==> src/rtl/core/qs3w_pkg.sv <==
// qs3w_pkg: shared types and sequencer codes for the three-way quicksort block.
// No dependencies; used by quicksort_three_way.
package qs3w_pkg;

  typedef logic [3:0] state_t;

  localparam state_t S_LOAD  = 4'd0;   // take elements from the input channel
  localparam state_t S_POP   = 4'd1;   // read the top of the range stack
  localparam state_t S_PIV0  = 4'd2;   // range bounds arrive, fetch pivot
  localparam state_t S_PIV1  = 4'd3;   // pivot value arrives
  localparam state_t S_RD    = 4'd4;   // fetch scan and greater-bound entries
  localparam state_t S_CMP   = 4'd5;   // compare against pivot, first write
  localparam state_t S_WR2   = 4'd6;   // second write of a swap
  localparam state_t S_PUSH1 = 4'd7;   // push the less-than range
  localparam state_t S_PUSH2 = 4'd8;   // push the greater-than range
  localparam state_t S_ORD   = 4'd9;   // fetch next sorted element
  localparam state_t S_OSHOW = 4'd10;  // present a result transaction

endpackage

==> src/rtl/core/quicksort_three_way.sv <==
// quicksort_three_way: loads a set of signed values, sorts them in place and streams them out.
// Depends on qs3w_pkg for the sequencer state codes.
//
// Usage:
//  - Input channel (in_valid/in_ready, in_value, in_last): one element per transaction.
//    Elements land in the element memory as they are accepted. Elements beyond MAX_COUNT are
//    dropped and mark the whole run with out_overflow. The transaction with in_last set
//    closes the set and starts sorting; in_ready stays low until the last result leaves.
//  - Sort: quicksort with three-way partitioning around the first element of each range,
//    ranges kept on a small stack memory. The element memory has one write port and two
//    registered read ports, so a partition step that finds an entry equal to the pivot
//    passes through fetch and compare only, while a swap adds a second write state (two
//    writes through the single write port). Each range adds stack and pivot traffic.
//  - Result channel (out_valid/out_ready, out_sorted_value, out_last_out, out_overflow):
//    one transaction per stored element in ascending order, each read from memory (registered
//    read, then present) only after the previous one is taken. out_last_out marks the final one.
//  - A stalled receiver simply holds the current result; the sequencer waits.
//  - Reset (rst_n low, synchronous) empties the set; memories are not cleared, since
//    every entry is written before it is read.
module quicksort_three_way #(
  parameter int MAX_COUNT  = 64,
  parameter int DATA_WIDTH = 32
) (
  input  logic                         clk,
  input  logic                         rst_n,
  input  logic                         in_valid,
  output logic                         in_ready,
  input  logic signed [DATA_WIDTH-1:0] in_value,
  input  logic                         in_last,
  output logic                         out_valid,
  input  logic                         out_ready,
  output logic signed [DATA_WIDTH-1:0] out_sorted_value,
  output logic                         out_last_out,
  output logic                         out_overflow
);

  // Index into the element store, count that can also hold MAX_COUNT.
  localparam int IDX_W = $clog2(MAX_COUNT);
  localparam int CNT_W = $clog2(MAX_COUNT + 1);
  // Pending ranges are disjoint and hold two or more entries each.
  localparam int STK_DEPTH = MAX_COUNT / 2;
  localparam int SA_W      = (STK_DEPTH > 1) ? $clog2(STK_DEPTH) : 1;
  localparam int SP_W      = $clog2(STK_DEPTH + 1);
  localparam int ENT_W     = 2 * IDX_W;

  // Control registers.
  qs3w_pkg::state_t state_r, state_nxt;
  logic [CNT_W-1:0] cnt_r, cnt_nxt;
  logic             drop_r, drop_nxt;
  logic [SP_W-1:0]  sp_r, sp_nxt;
  // Partition registers.
  logic [IDX_W-1:0] lo_r, lo_nxt;
  logic [IDX_W-1:0] hi_r, hi_nxt;
  logic [IDX_W-1:0] lt_r, lt_nxt;
  logic [IDX_W-1:0] gt_r, gt_nxt;
  logic [CNT_W-1:0] scan_r, scan_nxt;
  logic [IDX_W-1:0] outk_r, outk_nxt;
  logic [DATA_WIDTH-1:0] piv_r, piv_nxt;
  logic [IDX_W-1:0]      pend_addr_r, pend_addr_nxt;
  logic [DATA_WIDTH-1:0] pend_data_r, pend_data_nxt;

  // Element memory: one write port, two registered read ports.
  logic [DATA_WIDTH-1:0] elem_mem [MAX_COUNT];
  logic                  mem_we;
  logic [IDX_W-1:0]      mem_waddr;
  logic [DATA_WIDTH-1:0] mem_wdata;
  logic                  rda_en, rdb_en;
  logic [IDX_W-1:0]      rda_addr, rdb_addr;
  logic [DATA_WIDTH-1:0] rda_r, rdb_r;

  // Range stack memory: {lo, hi} per entry.
  logic [ENT_W-1:0] stk_mem [STK_DEPTH];
  logic             stk_we, stk_re;
  logic [SA_W-1:0]  stk_waddr, stk_raddr;
  logic [ENT_W-1:0] stk_wdata, stk_rd_r;

  logic             in_acc, out_acc, last_res;
  logic [CNT_W-1:0] n_load;
  logic             piv_less, piv_greater;
  logic             push_lo, push_hi;

  assign in_ready  = (state_r == qs3w_pkg::S_LOAD);
  assign out_valid = (state_r == qs3w_pkg::S_OSHOW);
  assign in_acc    = in_valid && in_ready;
  assign out_acc   = out_valid && out_ready;

  assign out_sorted_value = $signed(rda_r);
  assign last_res         = ((CNT_W'(outk_r) + CNT_W'(1)) == cnt_r);
  assign out_last_out     = last_res;
  assign out_overflow     = drop_r;

  // Element count once the current input transaction is stored (or dropped).
  assign n_load = (cnt_r < CNT_W'(MAX_COUNT)) ? (cnt_r + CNT_W'(1)) : cnt_r;

  // Signed order on the raw bits matches the flipped-sign unsigned order.
  assign piv_less    = $signed(rda_r) < $signed(piv_r);
  assign piv_greater = $signed(rda_r) > $signed(piv_r);

  // Sub-ranges that still need sorting after a partition.
  assign push_lo = CNT_W'(lt_r) > (CNT_W'(lo_r) + CNT_W'(1));
  assign push_hi = (CNT_W'(gt_r) + CNT_W'(1)) < CNT_W'(hi_r);

  always_comb begin
    state_nxt     = state_r;
    cnt_nxt       = cnt_r;
    drop_nxt      = drop_r;
    sp_nxt        = sp_r;
    lo_nxt        = lo_r;
    hi_nxt        = hi_r;
    lt_nxt        = lt_r;
    gt_nxt        = gt_r;
    scan_nxt      = scan_r;
    outk_nxt      = outk_r;
    piv_nxt       = piv_r;
    pend_addr_nxt = pend_addr_r;
    pend_data_nxt = pend_data_r;
    mem_we        = 1'b0;
    mem_waddr     = pend_addr_r;
    mem_wdata     = pend_data_r;
    rda_en        = 1'b0;
    rda_addr      = outk_r;
    rdb_en        = 1'b0;
    rdb_addr      = gt_r;
    stk_we        = 1'b0;
    stk_waddr     = SA_W'(sp_r);
    stk_wdata     = {lo_r, hi_r};
    stk_re        = 1'b0;
    stk_raddr     = SA_W'(sp_r - SP_W'(1));

    unique case (state_r)
      qs3w_pkg::S_LOAD: begin
        if (in_acc) begin
          // Store while there is room, else drop and flag the run.
          if (cnt_r < CNT_W'(MAX_COUNT)) begin
            mem_we    = 1'b1;
            mem_waddr = IDX_W'(cnt_r);
            mem_wdata = in_value;
          end else begin
            drop_nxt = 1'b1;
          end
          cnt_nxt = n_load;
          if (in_last) begin
            outk_nxt = '0;
            if (n_load < CNT_W'(2)) begin
              state_nxt = qs3w_pkg::S_ORD;
            end else begin
              // Seed the stack with the whole set.
              stk_we    = 1'b1;
              stk_waddr = '0;
              stk_wdata = {IDX_W'(0), IDX_W'(n_load - CNT_W'(1))};
              sp_nxt    = SP_W'(1);
              state_nxt = qs3w_pkg::S_POP;
            end
          end
        end
      end
      qs3w_pkg::S_POP: begin
        if (sp_r == '0) begin
          outk_nxt  = '0;
          state_nxt = qs3w_pkg::S_ORD;
        end else begin
          stk_re    = 1'b1;
          sp_nxt    = sp_r - SP_W'(1);
          state_nxt = qs3w_pkg::S_PIV0;
        end
      end
      qs3w_pkg::S_PIV0: begin
        lo_nxt    = stk_rd_r[ENT_W-1:IDX_W];
        hi_nxt    = stk_rd_r[IDX_W-1:0];
        lt_nxt    = stk_rd_r[ENT_W-1:IDX_W];
        gt_nxt    = stk_rd_r[IDX_W-1:0];
        scan_nxt  = CNT_W'(stk_rd_r[ENT_W-1:IDX_W]);
        rda_en    = 1'b1;
        rda_addr  = stk_rd_r[ENT_W-1:IDX_W];
        state_nxt = qs3w_pkg::S_PIV1;
      end
      qs3w_pkg::S_PIV1: begin
        piv_nxt   = rda_r;
        state_nxt = qs3w_pkg::S_RD;
      end
      qs3w_pkg::S_RD: begin
        if (scan_r > CNT_W'(gt_r)) begin
          state_nxt = qs3w_pkg::S_PUSH1;
        end else begin
          rda_en    = 1'b1;
          rda_addr  = IDX_W'(scan_r);
          rdb_en    = 1'b1;
          rdb_addr  = gt_r;
          state_nxt = qs3w_pkg::S_CMP;
        end
      end
      qs3w_pkg::S_CMP: begin
        if (piv_less) begin
          // Entry at lt equals the pivot: move scan value down, pivot up.
          mem_we        = 1'b1;
          mem_waddr     = lt_r;
          mem_wdata     = rda_r;
          pend_addr_nxt = IDX_W'(scan_r);
          pend_data_nxt = piv_r;
          lt_nxt        = lt_r + IDX_W'(1);
          scan_nxt      = scan_r + CNT_W'(1);
          state_nxt     = qs3w_pkg::S_WR2;
        end else if (piv_greater) begin
          // Swap with the greater bound; scan index holds.
          mem_we        = 1'b1;
          mem_waddr     = gt_r;
          mem_wdata     = rda_r;
          pend_addr_nxt = IDX_W'(scan_r);
          pend_data_nxt = rdb_r;
          gt_nxt        = gt_r - IDX_W'(1);
          state_nxt     = qs3w_pkg::S_WR2;
        end else begin
          scan_nxt  = scan_r + CNT_W'(1);
          state_nxt = qs3w_pkg::S_RD;
        end
      end
      qs3w_pkg::S_WR2: begin
        mem_we    = 1'b1;
        state_nxt = qs3w_pkg::S_RD;
      end
      qs3w_pkg::S_PUSH1: begin
        if (push_lo) begin
          stk_we    = 1'b1;
          stk_wdata = {lo_r, lt_r - IDX_W'(1)};
          sp_nxt    = sp_r + SP_W'(1);
        end
        state_nxt = qs3w_pkg::S_PUSH2;
      end
      qs3w_pkg::S_PUSH2: begin
        if (push_hi) begin
          stk_we    = 1'b1;
          stk_wdata = {gt_r + IDX_W'(1), hi_r};
          sp_nxt    = sp_r + SP_W'(1);
        end
        state_nxt = qs3w_pkg::S_POP;
      end
      qs3w_pkg::S_ORD: begin
        rda_en    = 1'b1;
        rda_addr  = outk_r;
        state_nxt = qs3w_pkg::S_OSHOW;
      end
      qs3w_pkg::S_OSHOW: begin
        if (out_acc) begin
          if (last_res) begin
            // Run complete: empty the set for the next one.
            cnt_nxt   = '0;
            drop_nxt  = 1'b0;
            state_nxt = qs3w_pkg::S_LOAD;
          end else begin
            outk_nxt  = outk_r + IDX_W'(1);
            state_nxt = qs3w_pkg::S_ORD;
          end
        end
      end
      default: begin
        state_nxt = qs3w_pkg::S_LOAD;
      end
    endcase
  end

  always_ff @(posedge clk) begin
    if (!rst_n) begin
      state_r <= qs3w_pkg::S_LOAD;
      cnt_r   <= '0;
      drop_r  <= 1'b0;
      sp_r    <= '0;
      lo_r    <= '0;
      hi_r    <= '0;
      lt_r    <= '0;
      gt_r    <= '0;
      scan_r  <= '0;
      outk_r  <= '0;
      piv_r   <= '0;
    end else begin
      state_r <= state_nxt;
      cnt_r   <= cnt_nxt;
      drop_r  <= drop_nxt;
      sp_r    <= sp_nxt;
      lo_r    <= lo_nxt;
      hi_r    <= hi_nxt;
      lt_r    <= lt_nxt;
      gt_r    <= gt_nxt;
      scan_r  <= scan_nxt;
      outk_r  <= outk_nxt;
      piv_r   <= piv_nxt;
    end
  end

  // Pending second write of a swap.
  always_ff @(posedge clk) begin
    pend_addr_r <= pend_addr_nxt;
    pend_data_r <= pend_data_nxt;
  end

  // Element memory.
  always_ff @(posedge clk) begin
    if (mem_we) begin
      elem_mem[mem_waddr] <= mem_wdata;
    end
  end

  always_ff @(posedge clk) begin
    if (rda_en) begin
      rda_r <= elem_mem[rda_addr];
    end
  end

  always_ff @(posedge clk) begin
    if (rdb_en) begin
      rdb_r <= elem_mem[rdb_addr];
    end
  end

  // Range stack memory.
  always_ff @(posedge clk) begin
    if (stk_we) begin
      stk_mem[stk_waddr] <= stk_wdata;
    end
  end

  always_ff @(posedge clk) begin
    if (stk_re) begin
      stk_rd_r <= stk_mem[stk_raddr];
    end
  end

  // Loading and result delivery never overlap.
  a_no_load_during_output: assert property (@(posedge clk) disable iff (!rst_n)
    !(in_ready && out_valid))
    else $error("input and result channels open at once");

  // The range stack never grows past its depth.
  a_stack_bound: assert property (@(posedge clk) disable iff (!rst_n)
    sp_r <= SP_W'(STK_DEPTH))
    else $error("range stack overrun");

  // A compare only follows a fetch inside the unscanned window.
  a_scan_window: assert property (@(posedge clk) disable iff (!rst_n)
    (state_r == qs3w_pkg::S_CMP) |-> (scan_r <= CNT_W'(gt_r)))
    else $error("scan index past greater bound");

  // The final result empties the set and clears the overflow mark.
  a_run_clears: assert property (@(posedge clk) disable iff (!rst_n)
    (out_acc && out_last_out) |=> (cnt_r == '0 && !drop_r && in_ready))
    else $error("set not emptied after final result");

endmodule
==> config.mk <==
export PLATFORM = sky130hd
export DESIGN_NAME = quicksort_three_way
export DESIGN_NICKNAME = d
export VERILOG_FILES = /design/src/rtl/core/qs3w_pkg.sv /design/src/rtl/core/quicksort_three_way.sv
export SDC_FILE = /design/constraint.sdc
export NUM_CORES = 2
export LEC_CHECK = 0
export BUFFER_PORTS_ARGS = -buffer_cell sky130_fd_sc_hd__buf_2
export CORE_MARGIN = 2
export CORE_UTILIZATION = 60
export DETAILED_ROUTE_END_ITERATION = 10
export PLACE_DENSITY_LB_ADDON = 0.25
export SLEW_MARGIN = 20
export SYNTH_ARGS = -nofsm -noshare
export SYNTH_HDL_FRONTEND = slang
export SYNTH_SLANG_ARGS = --single-unit
==> constraint.sdc <==
create_clock -name clk -period 11.02 [get_ports clk]
set_clock_uncertainty 0.05 [all_clocks]
set_input_delay 2.204 -clock clk [delete_from_list [all_inputs] [get_ports clk]]
set_output_delay 2.204 -clock clk [all_outputs]
set_load 0.05 [all_outputs]
==> flow_metrics.env <==
export IMPL_worstSetupPathType="reg2reg"
export IMPL_grt_ovfl_total=0
export IMPL_grt_start_max_net_pins=150
export IMPL_drt_wl_total_um=406000
export IMPL_drive_gt1_share_pct=21.5
export IMPL_yosysSeqAreaShare_pct=64.4
export IMPL_track_usage_pct=39.6
export IMPL_routed_via_density=7.53
export IMPL_vias=82000
export IMPL_die_x_um=454
export IMPL_postSynthAreaPerCell_um2=15.2
export IMPL_syn_nets=8105
export IMPL_numPortBuffers=72
export IMPL_top_layer="met5"
export IMPL_dp_hpwl_um=238000
export IMPL_path_max_fanout=17
export IMPL_place_area_um2=126000
export IMPL_cap_violations=0
export IMPL_clockBufferDepth=4
export IMPL_max_freq_mhz=136
export IMPL_ioPinCount=73
export IMPL_multiInputGateArea_um2=41400
export IMPL_status="complete, no violations"
export IMPL_routabilityCongestion=0.984
export IMPL_cpMaxStageDelayCell="nor4_2"
export IMPL_cts_root_buf="clkbuf_16"
export IMPL_fillCellCount=13300
export IMPL_worst_pin_slew_ns=1.26
export IMPL_wl_met2_um=177000
export IMPL_register_area_um2=78200
export IMPL_endpoint_kind="register"
export IMPL_ys_ff_latch=2633
export IMPL_antenna_found_initial=20
export IMPL_grt_pass1_wl_um=575000
export IMPL_area_growth_pct=10.7
export IMPL_rsz0062_at_grt="no"
export IMPL_path_clk_slew_ns=0.06
export IMPL_cp_start_kind="register"
export IMPL_synth_edf_count=2546
export IMPL_path_buf_inv=2
export IMPL_path_cells="ha_1 > nand4_1 > nor4_2 > inv_1 > a31o_1 > a31oi_1 > or2_0 > a311o_1 > nand3_1 > nor2_4 > buf_4"
export IMPL_synthCells=8008
export IMPL_layout_min_cycle_time_ns=7.38
export IMPL_clk_latency_ns=0.98
export IMPL_drt_iter0_drc=15800
export IMPL_grt_pass1_vias=79500
export IMPL_ant_nets=0
export IMPL_clock_sink_count=2633
export IMPL_initial_core_util_pct=60.2
export IMPL_setup_viol=0
export IMPL_relSlewSlack_pct=15.9
export IMPL_cts_buffers=288
export IMPL_ys_types=83
export IMPL_synth_area_um2=121000
export IMPL_required_ns=11.52
export IMPL_hold_class="reg2reg"
export IMPL_synthArstFlopShare_pct=0
export IMPL_crit_family="simple AND/OR/NAND/NOR gates"
export IMPL_drt_first_pass_iters=9
export IMPL_fin_area_um2=134000
export IMPL_p_per_area_nw_per_um2=234
export IMPL_drc=0
export IMPL_finalWorstSetupSlack_ns=3.64
export IMPL_layout_nets=8116
export IMPL_placeableCoreArea_um2=202000
export IMPL_fp_row_count=165
export IMPL_slowest_delay_ns=0.85
export IMPL_post_place_ws_ns=4.13
export IMPL_cts_resized=0
export IMPL_wl_per_cell_um=37.3
export IMPL_hold_buffers=0
export IMPL_die_h_um=454
export IMPL_htree_levels=5
export IMPL_wl_met1_um=131000
export IMPL_cts_setup_buffers=0
export IMPL_synth_ff_type="edfxtp_1"
export IMPL_yosys_warnings=0
export IMPL_die_area_um2=206000
export IMPL_fin_crit_sh_pct=66.9
export IMPL_wl_met3_um=65000
export IMPL_hold_viol=0
export IMPL_tritoncts="built"
export IMPL_ir_drop_v=0.000191
export IMPL_total_leakage_power_nw=43.0
export IMPL_arrival_ns=7.88
export IMPL_slew_viol_final=0
export IMPL_totalNegativeSetupSlack_ns=0
-- registers in the layout, summed over array words and instances, names as in the netlist, 7 cells and up --
name              count
rdb_r                32
stk_rd_r             12
cnt_r                 7
scan_r                7
pend_data_r          32
piv_r                32
elem_mem           2048
stk_mem             384
out_sorted_value     32
-- cells in the mapped netlist, types with 97 or more instances --
| cell | number | area share, % |
|---|---|---|
| buf_1 | 100 | 0.31 |
| a21oi_1 | 509 | 2.1 |
| mux4_2 | 889 | 16 |
| edfxtp_1 | 2546 | 63 |
| clkbuf_1 | 390 | 1.2 |
| nand2_1 | 1590 | 4.9 |
| mux2i_1 | 140 | 1.2 |
| a22oi_1 | 166 | 1.0 |
| nor2_1 | 110 | 0.34 |
| buf_2 | 97 | 0.40 |
| a31oi_1 | 104 | 0.54 |
| nand3_1 | 352 | 1.5 |
| o21ai_0 | 107 | 0.44 |
-- worst paths after layout --
check                  startpoint                to  slack, ns  cells after the start
max          out_sorted_value[19]  elem_mem[55][24]       3.64                     11
min                     piv_r[30]         piv_r[30]       0.41                      2
max reg2reg  out_sorted_value[19]  elem_mem[55][24]       3.64                     11
min reg2reg             piv_r[30]         piv_r[30]       0.41                      2
-- report_power, final --
group	switching (W)	internal, W	total [W]
clock network	0.00390	0.00535	0.00925
logic	0.00625	0.00318	0.00943
registers	0.000324	0.0124	0.0127
-- per-layer routing --
layer  vias up  track usage (%)
met1     40700             52.1
met5         -                0
li1      32000                -
met2      7670             56.9
met3      1680             12.8
met4        20             26.2
-- worst reg2reg max path, stage by stage (launching register included) --
cell      delay [ns]
edfxtp_1        0.46
ha_1            0.38
nand4_1         0.38
nor4_2          0.85
inv_1           0.15
a31o_1          0.35
a31oi_1         0.73
or2_0           0.76
a311o_1         0.79
nand3_1         0.59
nor2_4          0.85
buf_4           0.58
-- final cells by class --
type	instances	share of cell area (%)
flip-flops and latches	2633	58.2
well taps	2672	2.49
diodes	8	0.0149
clock buffers	365	5.83
inverters	69	0.200
clock inverters	121	0.705
multi-input cells	4700	30.8
repair buffers	327	1.84
-- cells in the final DEF, fill, tap and decap left out, drive strengths merged, types with 60 or more instances in the layout --
master,netlist,final
o21ai,110,110
inv,66,71
mux4,889,889
o2111ai,65,65
buf,216,327
nor2,110,110
mux2i,140,140
a31oi,104,104
edfxtp,2546,2546
a21oi,510,510
clkbuf,390,365
dfxtp,87,87
ha,60,60
nand2,1590,1590
clkinv,3,101
nand3,352,352
a32oi,94,94
nor3,96,96
a22oi,166,166
-- through the flow --
step / instances / total power, W / hold slack [ns] / util (%)
floorplan: 8008 / 0.0187 / 0.386 / -
global placement: 10400 / 0.0218 / 0.392 / 62.2
detailed placement: 10400 / 0.0220 / 0.397 / 62.2
CTS: 10900 / 0.0311 / 0.405 / 66.6
global route: 10900 / 0.0321 / 0.421 / 66.7
finish: 10900 / 0.0314 / 0.407 / 66.7
-- kinds of logic (layout without fill, tap and decap cells) --
| logic type | after synthesis | after routing | share of synthesized area, % |
|---|---|---|---|
| fa+ha+maj | 60 | 60 | 0.618 |
| compound gates | 1224 | 1224 | 6.51 |
| simple gates | 2337 | 2337 | 8.19 |
| xor+xnor | 38 | 38 | 0.274 |
| mux | 1041 | 1041 | 17.8 |
| other cells | 0 | 8 | 0 |
| flops | 2633 | 2633 | 64.4 |
| buf+inv | 675 | 882 | 2.25 |
No activity file was read; power rests on OpenSTA's default activity.
